File: src/hdl/csvfs_pkg.sv
// ----------------------------------------------------------------------------
// CSV field splitter package
// Shared types, character constants and parser mode codes.
// ----------------------------------------------------------------------------
`default_nettype none

package csvfs_pkg;

   // Characters with a fixed meaning to the parser.
   localparam logic [7:0] CHAR_QUOTE = 8'h22;
   localparam logic [7:0] CHAR_CR    = 8'h0D;
   localparam logic [7:0] CHAR_LF    = 8'h0A;

   // Reset value of the separator register (comma).
   localparam logic [7:0] SEPARATOR_RESET = 8'h2C;

   // Configuration space.
   localparam int unsigned CSR_ADDR_WIDTH = 3;
   localparam int unsigned CSR_DATA_WIDTH = 32;
   localparam logic [CSR_ADDR_WIDTH-1:0] CSR_ADDR_SEPARATOR = 3'd0;

   // Parser mode codes.
   localparam logic [2:0] MODE_START  = 3'd0;  // at the start of a field
   localparam logic [2:0] MODE_PLAIN  = 3'd1;  // inside an unquoted field
   localparam logic [2:0] MODE_QUOTED = 3'd2;  // inside quotes
   localparam logic [2:0] MODE_QSEEN  = 3'd3;  // quote seen inside quotes
   localparam logic [2:0] MODE_CLOSED = 3'd4;  // quoted field closed
   localparam logic [2:0] MODE_SKIP   = 3'd5;  // dropping bytes up to LF

   typedef struct packed {
      logic [7:0] byte_value;
      logic       is_end;
   } req_type;

   typedef struct packed {
      logic [7:0] data_byte;
      logic       has_byte;
      logic       field_end;
      logic       record_end;
      logic       format_error;
   } rsp_type;

   typedef struct packed {
      logic [2:0] mode;
      logic       record_pending;
      logic       any_byte_seen;
   } parse_state_type;

endpackage : csvfs_pkg

`default_nettype wire

File: src/hdl/csvfs_decode.sv
// ----------------------------------------------------------------------------
// CSV field splitter byte decoder
// Decides one byte: next parser state and the optional result.
// ----------------------------------------------------------------------------
`default_nettype none

module csvfs_decode (
   input  wire csvfs_pkg::parse_state_type state_cur,
   input  wire csvfs_pkg::req_type         req_item,
   input  wire logic [7:0]                 separator,
   output csvfs_pkg::parse_state_type      state_nxt,
   output csvfs_pkg::rsp_type              rsp_item,
   output logic                            rsp_emit
);
   import csvfs_pkg::*;

   logic [7:0] b;
   logic       is_sep;
   logic       is_eol;
   logic       is_delim;
   rsp_type    delim_rsp;
   rsp_type    data_rsp;
   rsp_type    err_rsp;
   parse_state_type delim_state;

   assign b        = req_item.byte_value;
   assign is_sep   = (b == separator);
   assign is_eol   = (b == CHAR_LF) || (b == CHAR_CR);
   assign is_delim = is_sep || is_eol;

   // Separator takes precedence over CR and LF when they coincide.
   always_comb begin
      delim_rsp              = '0;
      delim_rsp.field_end    = 1'b1;
      delim_rsp.record_end   = !is_sep;
      delim_state.any_byte_seen = 1'b1;
      if (is_sep) begin
         delim_state.mode           = MODE_START;
         delim_state.record_pending = 1'b1;
      end else begin
         delim_state.mode           = (b == CHAR_CR) ? MODE_SKIP : MODE_START;
         delim_state.record_pending = 1'b0;
      end
   end

   always_comb begin
      data_rsp           = '0;
      data_rsp.data_byte = b;
      data_rsp.has_byte  = 1'b1;
      err_rsp              = '0;
      err_rsp.format_error = 1'b1;
   end

   always_comb begin
      state_nxt               = state_cur;
      state_nxt.any_byte_seen = 1'b1;
      rsp_item                = '0;
      rsp_emit                = 1'b0;
      if (req_item.is_end) begin
         state_nxt = '0;
         if (state_cur.record_pending || !state_cur.any_byte_seen) begin
            rsp_emit                = 1'b1;
            rsp_item.field_end      = 1'b1;
            rsp_item.record_end     = 1'b1;
            rsp_item.format_error   = (state_cur.mode == MODE_QUOTED);
         end
      end else begin
         unique case (state_cur.mode)
            MODE_PLAIN: begin
               rsp_emit = 1'b1;
               if (is_delim) begin
                  state_nxt = delim_state;
                  rsp_item  = delim_rsp;
               end else begin
                  rsp_item  = data_rsp;
               end
            end
            MODE_QUOTED: begin
               if (b == CHAR_QUOTE) begin
                  state_nxt.mode = MODE_QSEEN;
               end else begin
                  rsp_emit = 1'b1;
                  rsp_item = data_rsp;
               end
            end
            MODE_QSEEN: begin
               rsp_emit = 1'b1;
               if (b == CHAR_QUOTE) begin
                  // A doubled quote is one literal quote.
                  rsp_item       = data_rsp;
                  state_nxt.mode = MODE_QUOTED;
               end else if (is_delim) begin
                  state_nxt = delim_state;
                  rsp_item  = delim_rsp;
               end else begin
                  rsp_item       = err_rsp;
                  state_nxt.mode = MODE_CLOSED;
               end
            end
            MODE_CLOSED: begin
               rsp_emit = 1'b1;
               if (is_delim) begin
                  state_nxt = delim_state;
                  rsp_item  = delim_rsp;
               end else begin
                  rsp_item  = err_rsp;
               end
            end
            MODE_SKIP: begin
               if (b == CHAR_LF) begin
                  state_nxt.mode = MODE_START;
               end
            end
            default: begin
               // Field start; the unused codes behave the same way.
               rsp_emit = 1'b1;
               if (is_delim) begin
                  state_nxt = delim_state;
                  rsp_item  = delim_rsp;
               end else if (b == CHAR_QUOTE) begin
                  rsp_emit                 = 1'b0;
                  state_nxt.record_pending = 1'b1;
                  state_nxt.mode           = MODE_QUOTED;
               end else begin
                  rsp_item                 = data_rsp;
                  state_nxt.record_pending = 1'b1;
                  state_nxt.mode           = MODE_PLAIN;
               end
            end
         endcase
      end
   end

endmodule : csvfs_decode

`default_nettype wire

File: src/hdl/csv_field_splitter_unit.sv
// ----------------------------------------------------------------------------
// CSV field splitter
// Splits a CSV byte stream into field bytes, field ends and record ends.
// ----------------------------------------------------------------------------
//
//   Channel   Direction  Handshake          Payload
//   req_      in         req_valid/ready    byte_value, is_end
//   rsp_      out        rsp_valid/ready    data_byte, has_byte, field_end,
//                                           record_end, format_error
//   config    in         APB psel/penable   separator at byte address 0
//
// A request is captured in an input register, decoded in the following cycle
// and its result, if any, enters the result register once that is free.
// The decoder sees only the parser state and one byte, so the block sustains
// one request per cycle while the result side does not stall. A result is
// presented from the result register. A request that makes no result simply
// retires out of the input register. When the result register is full and not
// being taken and the waiting request makes a result, the input register holds
// that request and req_ready stays low for as long as the result side stalls.
// Synchronous reset clears both valid flags and the parser state and returns
// the separator to SEPARATOR_INIT, a comma by default.
//
`default_nettype none

module csv_field_splitter_unit #(
   parameter logic [7:0] SEPARATOR_INIT = csvfs_pkg::SEPARATOR_RESET
) (
   input  wire logic                                   clock,
   input  wire logic                                   reset,
   // Request channel
   input  wire logic                                   req_valid,
   output logic                                        req_ready,
   input  wire csvfs_pkg::req_type                     req_data,
   // Result channel
   output logic                                        rsp_valid,
   input  wire logic                                   rsp_ready,
   output csvfs_pkg::rsp_type                          rsp_data,
   // Configuration port
   input  wire logic                                   psel,
   input  wire logic                                   penable,
   input  wire logic                                   pwrite,
   input  wire logic [csvfs_pkg::CSR_ADDR_WIDTH-1:0]   paddr,
   input  wire logic [csvfs_pkg::CSR_DATA_WIDTH-1:0]   pwdata,
   output logic [csvfs_pkg::CSR_DATA_WIDTH-1:0]        prdata,
   output logic                                        pready
);
   import csvfs_pkg::*;

   // Separator register, written through the configuration port.
   logic [7:0] separator_ff;
   logic [7:0] separator_in;
   logic       csr_write;

   // Input register.
   logic    in_valid_ff;
   logic    in_valid_in;
   req_type in_item_ff;

   // Parser state.
   parse_state_type state_ff;
   parse_state_type state_nxt;

   // Result register.
   logic    out_valid_ff;
   logic    out_valid_in;
   rsp_type out_item_ff;

   // Decoder outputs.
   rsp_type dec_rsp;
   logic    dec_emit;

   logic out_free;
   logic advance;
   logic req_take;

   assign pready    = 1'b1;
   assign csr_write = psel && penable && pwrite && (paddr == CSR_ADDR_SEPARATOR);
   assign separator_in = csr_write ? pwdata[7:0] : separator_ff;

   always_comb begin
      prdata = '0;
      if (paddr == CSR_ADDR_SEPARATOR) begin
         prdata[7:0] = separator_ff;
      end
   end

   csvfs_decode u_decode (
      .state_cur (state_ff),
      .req_item  (in_item_ff),
      .separator (separator_ff),
      .state_nxt (state_nxt),
      .rsp_item  (dec_rsp),
      .rsp_emit  (dec_emit)
   );

   // The result register can take a new result when it is empty or being
   // drained this cycle. A request with no result never waits for it.
   assign out_free  = !out_valid_ff || rsp_ready;
   assign advance   = in_valid_ff && (out_free || !dec_emit);
   assign req_ready = !in_valid_ff || advance;
   assign req_take  = req_valid && req_ready;

   assign in_valid_in  = req_take || (in_valid_ff && !advance);
   assign out_valid_in = (advance && dec_emit) || (out_valid_ff && !rsp_ready);

   assign rsp_valid = out_valid_ff;
   assign rsp_data  = out_item_ff;

   always_ff @(posedge clock) begin
      if (reset) begin
         separator_ff <= SEPARATOR_INIT;
         in_valid_ff  <= 1'b0;
         out_valid_ff <= 1'b0;
         state_ff     <= '0;
      end else begin
         separator_ff <= separator_in;
         in_valid_ff  <= in_valid_in;
         out_valid_ff <= out_valid_in;
         if (advance) begin
            state_ff <= state_nxt;
         end
      end
   end

   // Payload registers carry no reset.
   always_ff @(posedge clock) begin
      if (req_take) begin
         in_item_ff <= req_data;
      end
      if (advance && dec_emit) begin
         out_item_ff <= dec_rsp;
      end
   end

endmodule : csv_field_splitter_unit

`default_nettype wire
File: config.mk
export PLATFORM = sky130hd
export DESIGN_NAME = csv_field_splitter_unit
export DESIGN_NICKNAME = d
export VERILOG_FILES = /design/src/hdl/csvfs_pkg.sv /design/src/hdl/csvfs_decode.sv /design/src/hdl/csv_field_splitter_unit.sv
export SDC_FILE = /design/constraint.sdc
export NUM_CORES = 1
export LEC_CHECK = 0
export BUFFER_PORTS_ARGS = -buffer_cell sky130_fd_sc_hd__buf_2
export CORE_ASPECT_RATIO = 1.5
export CORE_MARGIN = 2
export CORE_UTILIZATION = 45
export CTS_CLUSTER_SIZE = 24
export DETAILED_ROUTE_END_ITERATION = 16
export PLACE_DENSITY = 0.77
export SLEW_MARGIN = 20
export SYNTH_ARGS = -nofsm -noshare
export SYNTH_HDL_FRONTEND = slang
export SYNTH_SLANG_ARGS = --single-unit
File: constraint.sdc
create_clock -name clock -period 6.4 [get_ports clock]
set_clock_uncertainty 0.15 [all_clocks]
set_input_delay 1.92 -clock clock [delete_from_list [all_inputs] [get_ports clock]]
set_output_delay 1.92 -clock clock [all_outputs]
set_load 0.005 [all_outputs]
Word-level counts from Yosys, hierarchy flattened
Index checks and enable logic that the tools add are counted.
{ "classes": {"n_addsub": 0, "mul": 0, "n_div": 0, "magnitude_cmp": 0, "n_eq_ne": 15, "n_shift": 0, "n_mux": 28, "bitwise_logic": 0, "n_reduce_logical": 29} }
{ "ops": {"columns": ["cell", "count"], "rows": [
  ["one-hot mux 12 bit (5 select lines)", 1],
  ["two-way mux 12 bit", 4],
  ["two-way mux 3 bit", 9],
  ["equality test 8 x 4 -> 1 bit (second input constant)", 2],
  ["one-hot mux 3 bit (4 select lines)", 1],
  ["two-way mux 5 bit", 2],
  ["equality test 8 x 6 -> 1 bit (second input constant)", 1],
  ["equality test 8 bit", 1],
  ["logical AND 1 bit", 8],
  ["logical OR 1 bit", 8],
  ["two-way mux 4 bit", 2],
  ["two-way mux 8 bit", 1],
  ["logical NOT 1 bit", 7],
  ["equality test 3 x 2 -> 1 bit (second input constant)", 2],
  ["equality test 3 bit (second input constant)", 2],
  ["!= test 3 x 2 -> 1 bit (second input constant)", 2],
  ["!= test 3 bit (second input constant)", 2],
  ["one-hot mux 2 bit (3 select lines)", 1],
  ["AND reduction 5 bit", 1],
  ["two-way mux 1 bit", 4],
  ["two-way mux 2 bit", 2],
  ["AND reduction 4 bit", 1],
  ["OR reduction 2 bit", 2],
  ["equality test 3 x 1 -> 1 bit (second input constant)", 1],
  ["other kinds (5)", 5]
]} }
{ "totals": {"reg_bits": 36, "latch_bits": 0, "ramBits": 0, "rom_bits": 0, "output_inout_bits": 47, "wordCells": 85, "mem_count": 0} }

Depth between registers and ports, before layout
Gate-level depths: netlist (run 1).
{ "depth": {"word_depth": 12, "ltp_mapped": 7, "mapped_depth_nobuf": 6} }

Hierarchy
Synthesis (run 1) repeated with hierarchy kept, for this count alone.
{ "hier_totals": {"hier_cells": 246, "hier_area_um2": 2379.8} }
{ "modules_own_cells": {"columns": ["mod", "instances", "cells_each", "area_per_inst_um2", "seq_area_each_um2"], "rows": [
  ["csv_field_splitter_unit", 1, 125, 1564.0, 930.9],
  ["csvfs_decode", 1, 121, 815.8, 0.0]
]} }

Least setup slack after synthesis (run 1)
No wires, ideal clock.
{ "synth_timing": {"path_type": "input-to-output", "start": "in paddr[1] (netlist name)", "end": "out prdata[0] (netlist name)", "t_arrival_ns": 2.508, "required_time_ns": 4.330, "path_slack_ns": 1.822, "cell_stages": 2, "path_cell_list": "nor3_1 and2_1"} }
{ "synth_via": {"elab_chain_cells": 2} }
{ "synth_rtl": {"columns": ["element", "line", "text"], "rows": [
  ["start: declaration", "csv_field_splitter_unit.sv:42", "input wire logic [csvfs_pkg::CSR_ADDR_WIDTH-1:0] paddr,"],
  ["logical NOT 3 bit", "csv_field_splitter_unit.sv:82", "if (paddr == CSR_ADDR_SEPARATOR) begin"],
  ["two-way mux 8 bit", "csv_field_splitter_unit.sv:82", null],
  ["end: declaration", "csv_field_splitter_unit.sv:44", "output logic [csvfs_pkg::CSR_DATA_WIDTH-1:0] prdata,"]
]} }
No other way between the ends.

Worst setup path in the final report (run 1)
{ "layout_timing": {"start": "in paddr[1] (netlist name)", "end": "out prdata[7] (netlist name)"} }
Same word-level chain as after synthesis.

==> results of run 1 <==
==> through the flow <==
stage               setup slack, ns  power (mW)
finish                        1.333      0.4720
global route                  1.188      0.4935
CTS                           1.329      0.4774
detailed placement            1.333      0.3197
global placement              1.343      0.3183
floorplan                     1.822      0.3121
==> power groups by stage <==
stage               Combinational (mW)  Clock (mW)  Sequential (mW)
CTS                             0.0505       0.163            0.264
detailed placement              0.0503           0            0.269
finish                          0.0506       0.157            0.264
floorplan                       0.0456           0            0.267
global route                    0.0572       0.171            0.265
global placement                0.0492           0            0.269
==> how the worst max path moves through the flow <==
stage | to | from
final | prdata[7] | paddr[1]
after global routing | prdata[4] | paddr[1]
after CTS | prdata[1] | paddr[1]
after detailed placement | prdata[1] | paddr[1]
after global placement | prdata[4] | paddr[1]
after floorplan | prdata[0] | paddr[1]
==> cell families after synthesis <==
kind of cell / synth area share, %
AOI/OAI and AO/OA: 14.62
xor gates and xnor gates: 3.654
buffers and inverters: 10.96
DFF: 43.16
muxes: 4.930
other: 0.3482
and+or+nand+nor: 22.33
==> metal layers <==
| metal | GRT usage [%] | wire length [um] | vias up |
|---|---|---|---|
| li1 | - | - | 784 |
| met1 | 19.17 | 1558 | 749 |
| met2 | 28.56 | 2173 | 83 |
| met3 | 3.363 | 288 | 10 |
| met4 | 9.289 | 123 | 0 |
| met5 | 0 | 0 | - |
==> synth_stat cells, drive strengths merged <==
master and instances:
a211o 5, buf 29, inv 5, nor3 4
and3b 2, nand4 2, nor3b 2, clkbuf 3
o211ai 1, mux2 2, and3 1, o31ai 1
nor2 17, nor2b 8, nand4bb 1, nand2b 4
o311ai 1, a21boi 1, o22ai 2, a211oi 2
a21oi 9, and2b 1, and4 1, nor4 2
mux2i 8, xor2 9, conb 2, or3 1
a221oi 1, nand3 4, nand2 9, and2 17
o2111ai 2, o211a 1, a31oi 3, o21ai 8
a311oi 1, dfxtp 15, a21o 1, edfxtp 21
==> area by class of cell <==
class / count / area (um2) / area share, %
Timing Repair Buffer: 48 / 240.2 / 9.871
Inverter: 5 / 18.77 / 0.7712
Clock buffer: 5 / 68.82 / 2.828
Multi-Input combinational cell: 159 / 1076 / 44.22
Clock inverter: 3 / 18.77 / 0.7712
Tap cell: 64 / 80.08 / 3.290
Sequential cell: 36 / 930.9 / 38.25
==> state kept, by name, summed over array words and instances, names as in the netlist <==
register      count
state_ff          5
separator_ff      8
in_item_ff        9
rsp_data         12
rsp_valid         1
in_valid_ff       1
==> tightest hold or removal path, delay by kind of cell, from the launching register on <==
kind             cells  cell delay (ns)
flip-flops           1             0.32
AO/OA/AOI/OAI        1             0.07
AND/OR/NAND/NOR      1             0.06
==> results.md, run 1 <==
- For the pin with the worst max-slew slack, the measured transition is roughly 1.1 ns.
- The peak supply drop is 0.1362 mV.
- The number of flip-flops and latches in the synthesized netlist is 36.
- The core outline area is about 4600 um2.
- The critical path contains buffers and inverters numbering 2 combined.
- The static power due to leakage is around 0.99 nW.
- The path class of the lowest-slack min-delay path is register to register.
- The origin of the worst min-delay path is state_ff[1]$_SDFFE_PP0P_.
- The insertion delay to the later sink of the worst-skew pair is between 0.2 and 0.3 ns.
- The cell area after layout is 2434 um2.
- STA classifies the critical path startpoint as an input port.
- Before antenna repair, the detailed router went through 4 iterations.
- The net switching power of the design is between 0.1 and 0.15 mW.
- The flow ran to the end, and the final reports show no timing, DRC or antenna violations.
- The routed design could run at a clock period as short as just over 5 ns.
- Wires add up to 4.144 mm.
- For the worst setup path, the data required time is about 4.3 ns.
- The final-report hold violation count is 0.
- Along the worst path, the maximum fanout reaches 9.
- The post-synthesis instance area is 2157 um2.
- Leaving out fill and tap cells, the most frequent cell in the layout is buf_2.
- The pin count of the biggest net entering global routing is 19.
- Dividing total power by cell area gives a power density of about 190 nW/um2.
- The post-synthesis to final-layout area growth is 12.82%.
- Combinational cells account for between 10% and 20% of the total power.
- The number of global-route vias before repair is 1,497.
- Static timing analysis puts the maximum clock frequency at 0.1974 GHz.
- The placed cell count is roughly 310.
- The number of different library cells used by synthesis comes to 48.
- The arrival time of data at the critical path endpoint is about 3 ns.
- After clock tree synthesis, the clock-pin slew on the worst setup and hold paths is around 0.070 ns.
- Once detail routing completed, the nets flagged for antenna violations numbered 0.
- Counting along the longest clock path gives a buffer depth of 2.
- In the layout the commonest cells are buf_2, conb_1, edfxtp_1.
- Per report_power, the clock group accounts for between 30 and 40% of the total.
- The critical register-to-register path startpoint is in_item_ff[3]$_DFFE_PP_.
- The post-route non-filler standard cell count is 320.
- Across all register-to-register paths, the minimum setup slack is around 3.4 ns.
- The post-route clock period utilization is 79.17%.
- The cell type with the highest occurrence count on the critical path is buf_2.
- For this design the top-level I/O count stands at 98.
- Using the TritonRoute via totals, the vias-per-cell ratio works out to about 5.1.
- The internal power of the cells is 0.3533 mW.
- The count of clock tree sinks is 36.
- The count of cell instances traversed by the critical path is 4.
- In this run, post-CTS repair resized a total of 0 instances.
- Of the total power, the share spent switching nets is between 20 and 30%.
- The critical path goes through buf_2 > nor3_1 > and2_1 > buf_2.
- The chip width is slightly above 60 um.
- Setup repair after global routing left no endpoint under its margin.
- Across all layers, the routed design uses between 1,500 and 2,000 vias.
- In this run the core area contains 30 standard-cell rows.
- The first-iteration detailed-routing DRC count is 64.
- The total routing resource utilization after global routing is approximately 17%.
- The final weighted congestion in routability-driven placement is just over 0.9.
- The die is about 89 um tall.
- Port buffering added 48 buffers.
- The instance area at placement is 2346 um2.
- For this run, the number of Yosys warnings is 0.
- The sequential fraction of design power is 56.0%.
- The max-capacitance violation count is 0.
- Summed over all layers, the global routing overflow is 0.
- The number of instances in the synthesized netlist is ~210.
- The count of cells along the worst register-to-register path is 5.
- For this design, the slowest cell found on the critical path is nor3_1.
- The kind of capture point of the worst setup path is a primary output.
- In this run the post-CTS setup repair buffer count came out at 0.
- Setup total negative slack on the finished layout was measured at 0 ns.
- The max-slew violation count is 0.
- The clock tree root driver cell is clkbuf_8.
- The repair_antennas step left the layout with diodes totalling 0.
- The synthesized design spends more area on one cell type than any other, namely edfxtp_1.
- In this run the biggest area consumer among cell types represents between 20% and 30% of the synthesized area.
- After legalization and detailed placement, the total HPWL measured around 3.2 mm.
- TritonCTS built the clock tree.
- In this run the mean area of a mapped cell was between 10 and 15 um2.
- The family of cells with the greatest summed delay on the critical path is simple AND/OR/NAND/NOR gates.
- The floorplan die area is 5375 um2.
- The final routed DRC violation total is 0.
- The number of levels in the clock H-tree is 2.
- Setup violations remaining at the end of the flow were counted as 0.
- The critical path is of the input port to primary output type.
- The total CTS buffers is 5.
- The initial core utilization is between 40% and 50%.
- Cells with a size suffix above 1 make up between 20% and 30% of the layout.
- The first global-routing pass estimated ~6.8 mm of wire.
- The number of hold buffers added after cts is 0.
- In this design, the stage delay of the slowest critical-path cell is roughly 0.65 ns.
- The total number of nets in the final design is 306.
- The path with the worst hold slack has its endpoint at state_ff[1]$_SDFFE_PP0P_.
- The worst hold path passes through 2 cells.
- Measured against its own limit, the worst slew margin works out to 27.04%.
- The sequential share of the synthesized area is a little over two fifths.
- Hold is met by approximately 0.35 ns.
- In the final routed layout, each cell accounts on average for between 10 and 15 um.
- The endpoint identified for the worst register-to-register timing path is in_item_ff[7]$_DFFE_PP_.
- The final design utilization is 53.14%.
- By area the synthesized netlist is led by edfxtp_1, dfxtp_1, buf_4.
- The filler cells instantiated in the layout total 422.
- The number of antenna violations at the first check in global routing is 0.
Power figures use the tool's default switching activity.
==> inputs of run 2 (changes only) <==
--- a/config.mk
+++ b/config.mk
@@ -5,13 +5,14 @@
 export SDC_FILE = /design/constraint.sdc
 export NUM_CORES = 1
 export LEC_CHECK = 0
+export ABC_AREA = 1
 export BUFFER_PORTS_ARGS = -buffer_cell sky130_fd_sc_hd__buf_2
 export CORE_ASPECT_RATIO = 1.5
 export CORE_MARGIN = 2
-export CORE_UTILIZATION = 45
+export CORE_UTILIZATION = 42
 export CTS_CLUSTER_SIZE = 24
 export DETAILED_ROUTE_END_ITERATION = 16
-export PLACE_DENSITY = 0.77
+export PLACE_DENSITY = 0.76
 export SLEW_MARGIN = 20
 export SYNTH_ARGS = -nofsm -noshare
 export SYNTH_HDL_FRONTEND = slang
==> constraint.sdc (replaced) <==
create_clock -name clock -period 4.4 [get_ports clock]
set_clock_uncertainty 0.15 [all_clocks]
set_input_delay 1.32 -clock clock [delete_from_list [all_inputs] [get_ports clock]]
set_output_delay 1.32 -clock clock [all_outputs]
set_load 0.005 [all_outputs]
==> results.md, run 2 <==
- The final period demand of the worst path is around 3.6 ns.
- The insertion delay to the later sink of the worst-skew pair is 0.29 ns (about the same).
- The post-synthesis to final-layout area growth is 14.35% (was 12.82%).
- The first-pass GRT wire length is 6.989 mm (was 6.755 mm).
- The total CTS buffers is 5 (unchanged).
- The family of cells with the greatest summed delay on the critical path is buffers and inverters (was simple AND/OR/NAND/NOR gates).
- The achievable clock frequency is around 0.28 GHz.
- The clock tree root driver cell is clkbuf_8 (unchanged).
- The die boundary height was 90.08 um (was 88.80 um).
- The via count normalized by instance count is 4.733 (was 5.081).
- The first-iteration detailed-routing DRC count is 25 (was 64).
- The number of flip-flops and latches in the synthesized netlist is 36 (unchanged).
- Top library cells by usage in the layout, fill and taps aside: nand2_1, buf_2, nor2_1 (was buf_2, conb_1, edfxtp_1).
- The cell type of the slowest stage on the worst timing path was nor3_1 (unchanged).
- The cell area after layout is 2372 um2 (was 2434 um2).
- The classification of the worst setup path is input port to primary output (unchanged).
- The internal power of the cells is 0.5308 mW (was 0.3533 mW).
- The instance area at placement is 2288 um2 (was 2346 um2).
- The worst-case clock buffer depth was 2 (unchanged).
- The total of endpoints with negative setup slack in the final report came to 0 (unchanged).
- The max-slew violation count is 0 (unchanged).
- Commonest cells in the netlist: nand2_1, nor2_1, inv_1 (was buf_4, edfxtp_1, and2_1, nor2_1, dfxtp_1).
- The path class of the lowest-slack min-delay path is register to register (unchanged).
- The post-route clock period utilization is between 80% and 90%.
- The final weighted congestion in routability-driven placement is 0.8924 (was 0.9336).
- The max-capacitance violation count is 0 (unchanged).
- Top post-synthesis cells by area: edfxtp_1, dfxtp_1, buf_4 (unchanged).
- The final sum of negative setup slack is 0 ns (unchanged).
- The power per standard cell area was 307.6 nW/um2 (was 193.9 nW/um2).
- The count of clock tree sinks is 36 (unchanged).
- The stage delay of the slowest cell on the critical path is 0.24 ns (was 0.65 ns).
- The switching part of the total is 27.25% (was 25.15%).
- The type of element launching the critical path was an input port (unchanged).
- The startpoint of the most critical setup path was paddr[1] (unchanged).
- The post-synthesis instance area was 2074 um2 (was 2157 um2).
- The total routing resource utilization after global routing is 16.66% (was 16.75%).
- The total number of nets in the final design is 362 (was 306).
- Status: finished, final reports clean (unchanged).
- The number of resized instances in the post-cts repair step is 0 (unchanged).
- The number of rows in the core area is 31 (was 30).
- The share of flip-flops with an asynchronous set or reset is 0% (unchanged).
- The cell type with the highest occurrence count on the critical path is buf_2 (unchanged).
- The floorplan die area is 5529 um2 (was 5375 um2).
- The net switching power of the design was 0.1988 mW (was 0.1187 mW).
- The setup fix buffers added after clock tree synthesis is 0 (unchanged).
- The most repeated cell in the gate-level netlist after synthesis was nand2_1 (was buf_4).
- The number of instances in the synthesized netlist is 260 (was 209).
- The share of total power in the clock network is 30.6% (was 33.3%).
- The overall power consumption is 0.7296 mW (was 0.4720 mW).
- The worst path buffer plus inverter count is 3 (was 2).
- The number of levels in the clock H-tree is 2 (unchanged).
- The number of antenna violations at the first check in global routing is 0 (unchanged).
- The number of global-route vias before repair is 1,615 (was 1,497).
- The total half-perimeter wirelength after legalization and detailed placement is 3.243 mm (was 3.154 mm).
- The total wire length after detailed routing came to 4.049 mm (was 4.144 mm).
- The number of antenna repair diodes is 0 (unchanged).
- The core outline area is 4810 um2 (was 4579 um2).
- The number of hold buffers added after cts was 0 (unchanged).
- The initial core utilization is 43.13% (was 47.10%).
- The top fanout value on the critical path is 8 (was 9).
- The kind of capture point of the worst setup path is a primary output (unchanged).
- The post-synthesis cell type count is 31 (was 48).
- The post-CTS clock slew at the launch and capture registers of the worst setup and hold paths is 0.06 ns (was 0.07 ns).
- The final antenna-violating net count is 0 (unchanged).
- The sequential share of the synthesized area is 44.87% (was 43.16%).
- The count of TritonRoute iterations in the first routing pass was 4 (unchanged).
- The ratio of cells with drive above 1 in the final layout is 24.36% (was 26.95%).
- The static power due to leakage is 1.149 nW (was 0.9923 nW).
- The average routed wire per standard cell is 10.71 um (was 12.95 um).
- RSZ-0062 raised after global routing: false (unchanged).
- The critical register-to-register path startpoint is in_item_ff[7]$_DFFE_PP_ (was in_item_ff[3]$_DFFE_PP_).
- Worst path cell trace: buf_2 > nor3_1 > inv_1 > nor2_1 > buf_2 (was buf_2 > nor3_1 > and2_1 > buf_2).
- The peak supply drop is 0.2425 mV (was 0.1362 mV).
- The final routed DRC violation total came to 0 (unchanged).
- The flip-flop count of the largest register, all copies and words added is 12 (unchanged).
- The synthesis warning total is 0 (unchanged).
- The pin count of the biggest net entering global routing was 14 (was 19).
- The arrival time of data at the critical path endpoint is 2.12 ns (was 3.00 ns).
- The remaining global-route overflow is 0 (unchanged).
- The portion of total power attributed to combinational logic is 16.1% (was 10.7%).
- The origin of the worst min-delay path is state_ff[0]$_SDFFE_PP0P_ (was state_ff[1]$_SDFFE_PP0P_).
- The chip width is 61.39 um (was 60.53 um).
- The count of input and output buffers is 48 (unchanged).
- The count of flip-flops with a built-in enable after synthesis is 21 (unchanged).
- The final-report hold violation count is 0 (unchanged).
- The cell type with the highest aggregate area in the netlist is edfxtp_1 (unchanged).
- The top cell type's share of synthesized area is 30.40% (was 29.23%).
- The most used flip-flop cell after synthesis is edfxtp_1 (unchanged).
- The average cell area after synthesis is 7.979 um2 (was 10.32 um2).
- The clock tree from TritonCTS is built (unchanged).
- The vias after detailed routing is 1,789 (was 1,626).
- The final worst hold slack is 0.3116 ns (was 0.3547 ns).
- The number of top-level design ports is 98 (unchanged).
- The data required time of the critical path is 2.93 ns (was 4.33 ns).
- The sequential fraction of design power is 53.3% (was 56.0%).
==> run 2: changes by cell type after synthesis, moves of 7 or more <==
cell / previous run / this run
nor2_1: 17 / 31
inv_1: 5 / 29
a21oi_1: 7 / 15
and2_1: 17 / 1
xor2_1: 9 / 0
inv_2: 0 / 7
nand2_1: 9 / 48
nor2b_1: 7 / 0
mux2i_1: 8 / 0
nor3_1: 3 / 11
==> run 2: metal layers <==
metal	global-route usage, %	vias up	wire, um
li1	-	894	-
met4	8.865	0	121
met2	27.57	75	2078
met3	4.029	11	259
met5	0	-	0
met1	18.84	809	1589
==> run 2: worst paths after layout <==
path	endpoint	slack (ns)	cells after the start
setup / recovery	prdata[7]	0.81	5
hold / removal	state_ff[0]$_SDFFE_PP0P_	0.31	2
setup reg to reg	in_item_ff[6]$_DFFE_PP_	2.19	9
hold reg to reg	state_ff[0]$_SDFFE_PP0P_	0.31	2
==> run 2: worst register-to-register path, cell delays in order (launching register included) <==
cell	delay [ns]
edfxtp_1	0.47
nor3_1	0.26
nand3_2	0.16
nor2_2	0.13
nand3_2	0.12
nand2_2	0.10
nand2_4	0.06
nand3_1	0.11
nand2_1	0.07
inv_1	0.26
==> run 2: cell families (layout without fill, tap and decap cells) <==
| family | count (synthesis) | after routing | share of synthesized area (%) |
|---|---|---|---|
| AO/OA/AOI/OAI | 35 | 35 | 9.107 |
| AND/OR/NAND/NOR | 120 | 120 | 28.29 |
| buffers and inverters | 64 | 93 | 16.10 |
| flip-flops | 36 | 36 | 44.87 |
| other | 2 | 25 | 0.3620 |
| XOR/XNOR | 3 | 3 | 1.267 |
==> run 2: stage by stage <==
step	utilization (%)	cells	worst slack [ns]
4_1_cts	49.32	378	0.8150
3_3_place_gp	47.58	370	0.8899
5_1_grt	49.32	378	0.6808
3_5_place_dp	47.58	370	0.8161
6_report	49.32	378	0.8120
2_1_floorplan	-	283	1.140
==> run 2: power groups by stage <==
stage	Sequential, mW	Clock, mW	Combinational [mW]
5_1_grt	0.391	0.244	0.137
6_report	0.389	0.223	0.118
3_5_place_dp	0.396	0	0.117
4_1_cts	0.389	0.227	0.118
2_1_floorplan	0.394	0	0.0983
3_3_place_gp	0.396	0	0.116
==> run 2: cell type report <==
| type | instances | area (um2) |
|---|---|---|
| Fill cell | 486 | 2437 |
| Multi-Input combinational cell | 183 | 895.9 |
| Clock buffer | 6 | 72.57 |
| Sequential cell | 36 | 930.9 |
| Tap cell | 66 | 82.58 |
| Timing Repair Buffer | 48 | 240.2 |
| Inverter | 37 | 138.9 |
| Clock inverter | 2 | 11.26 |
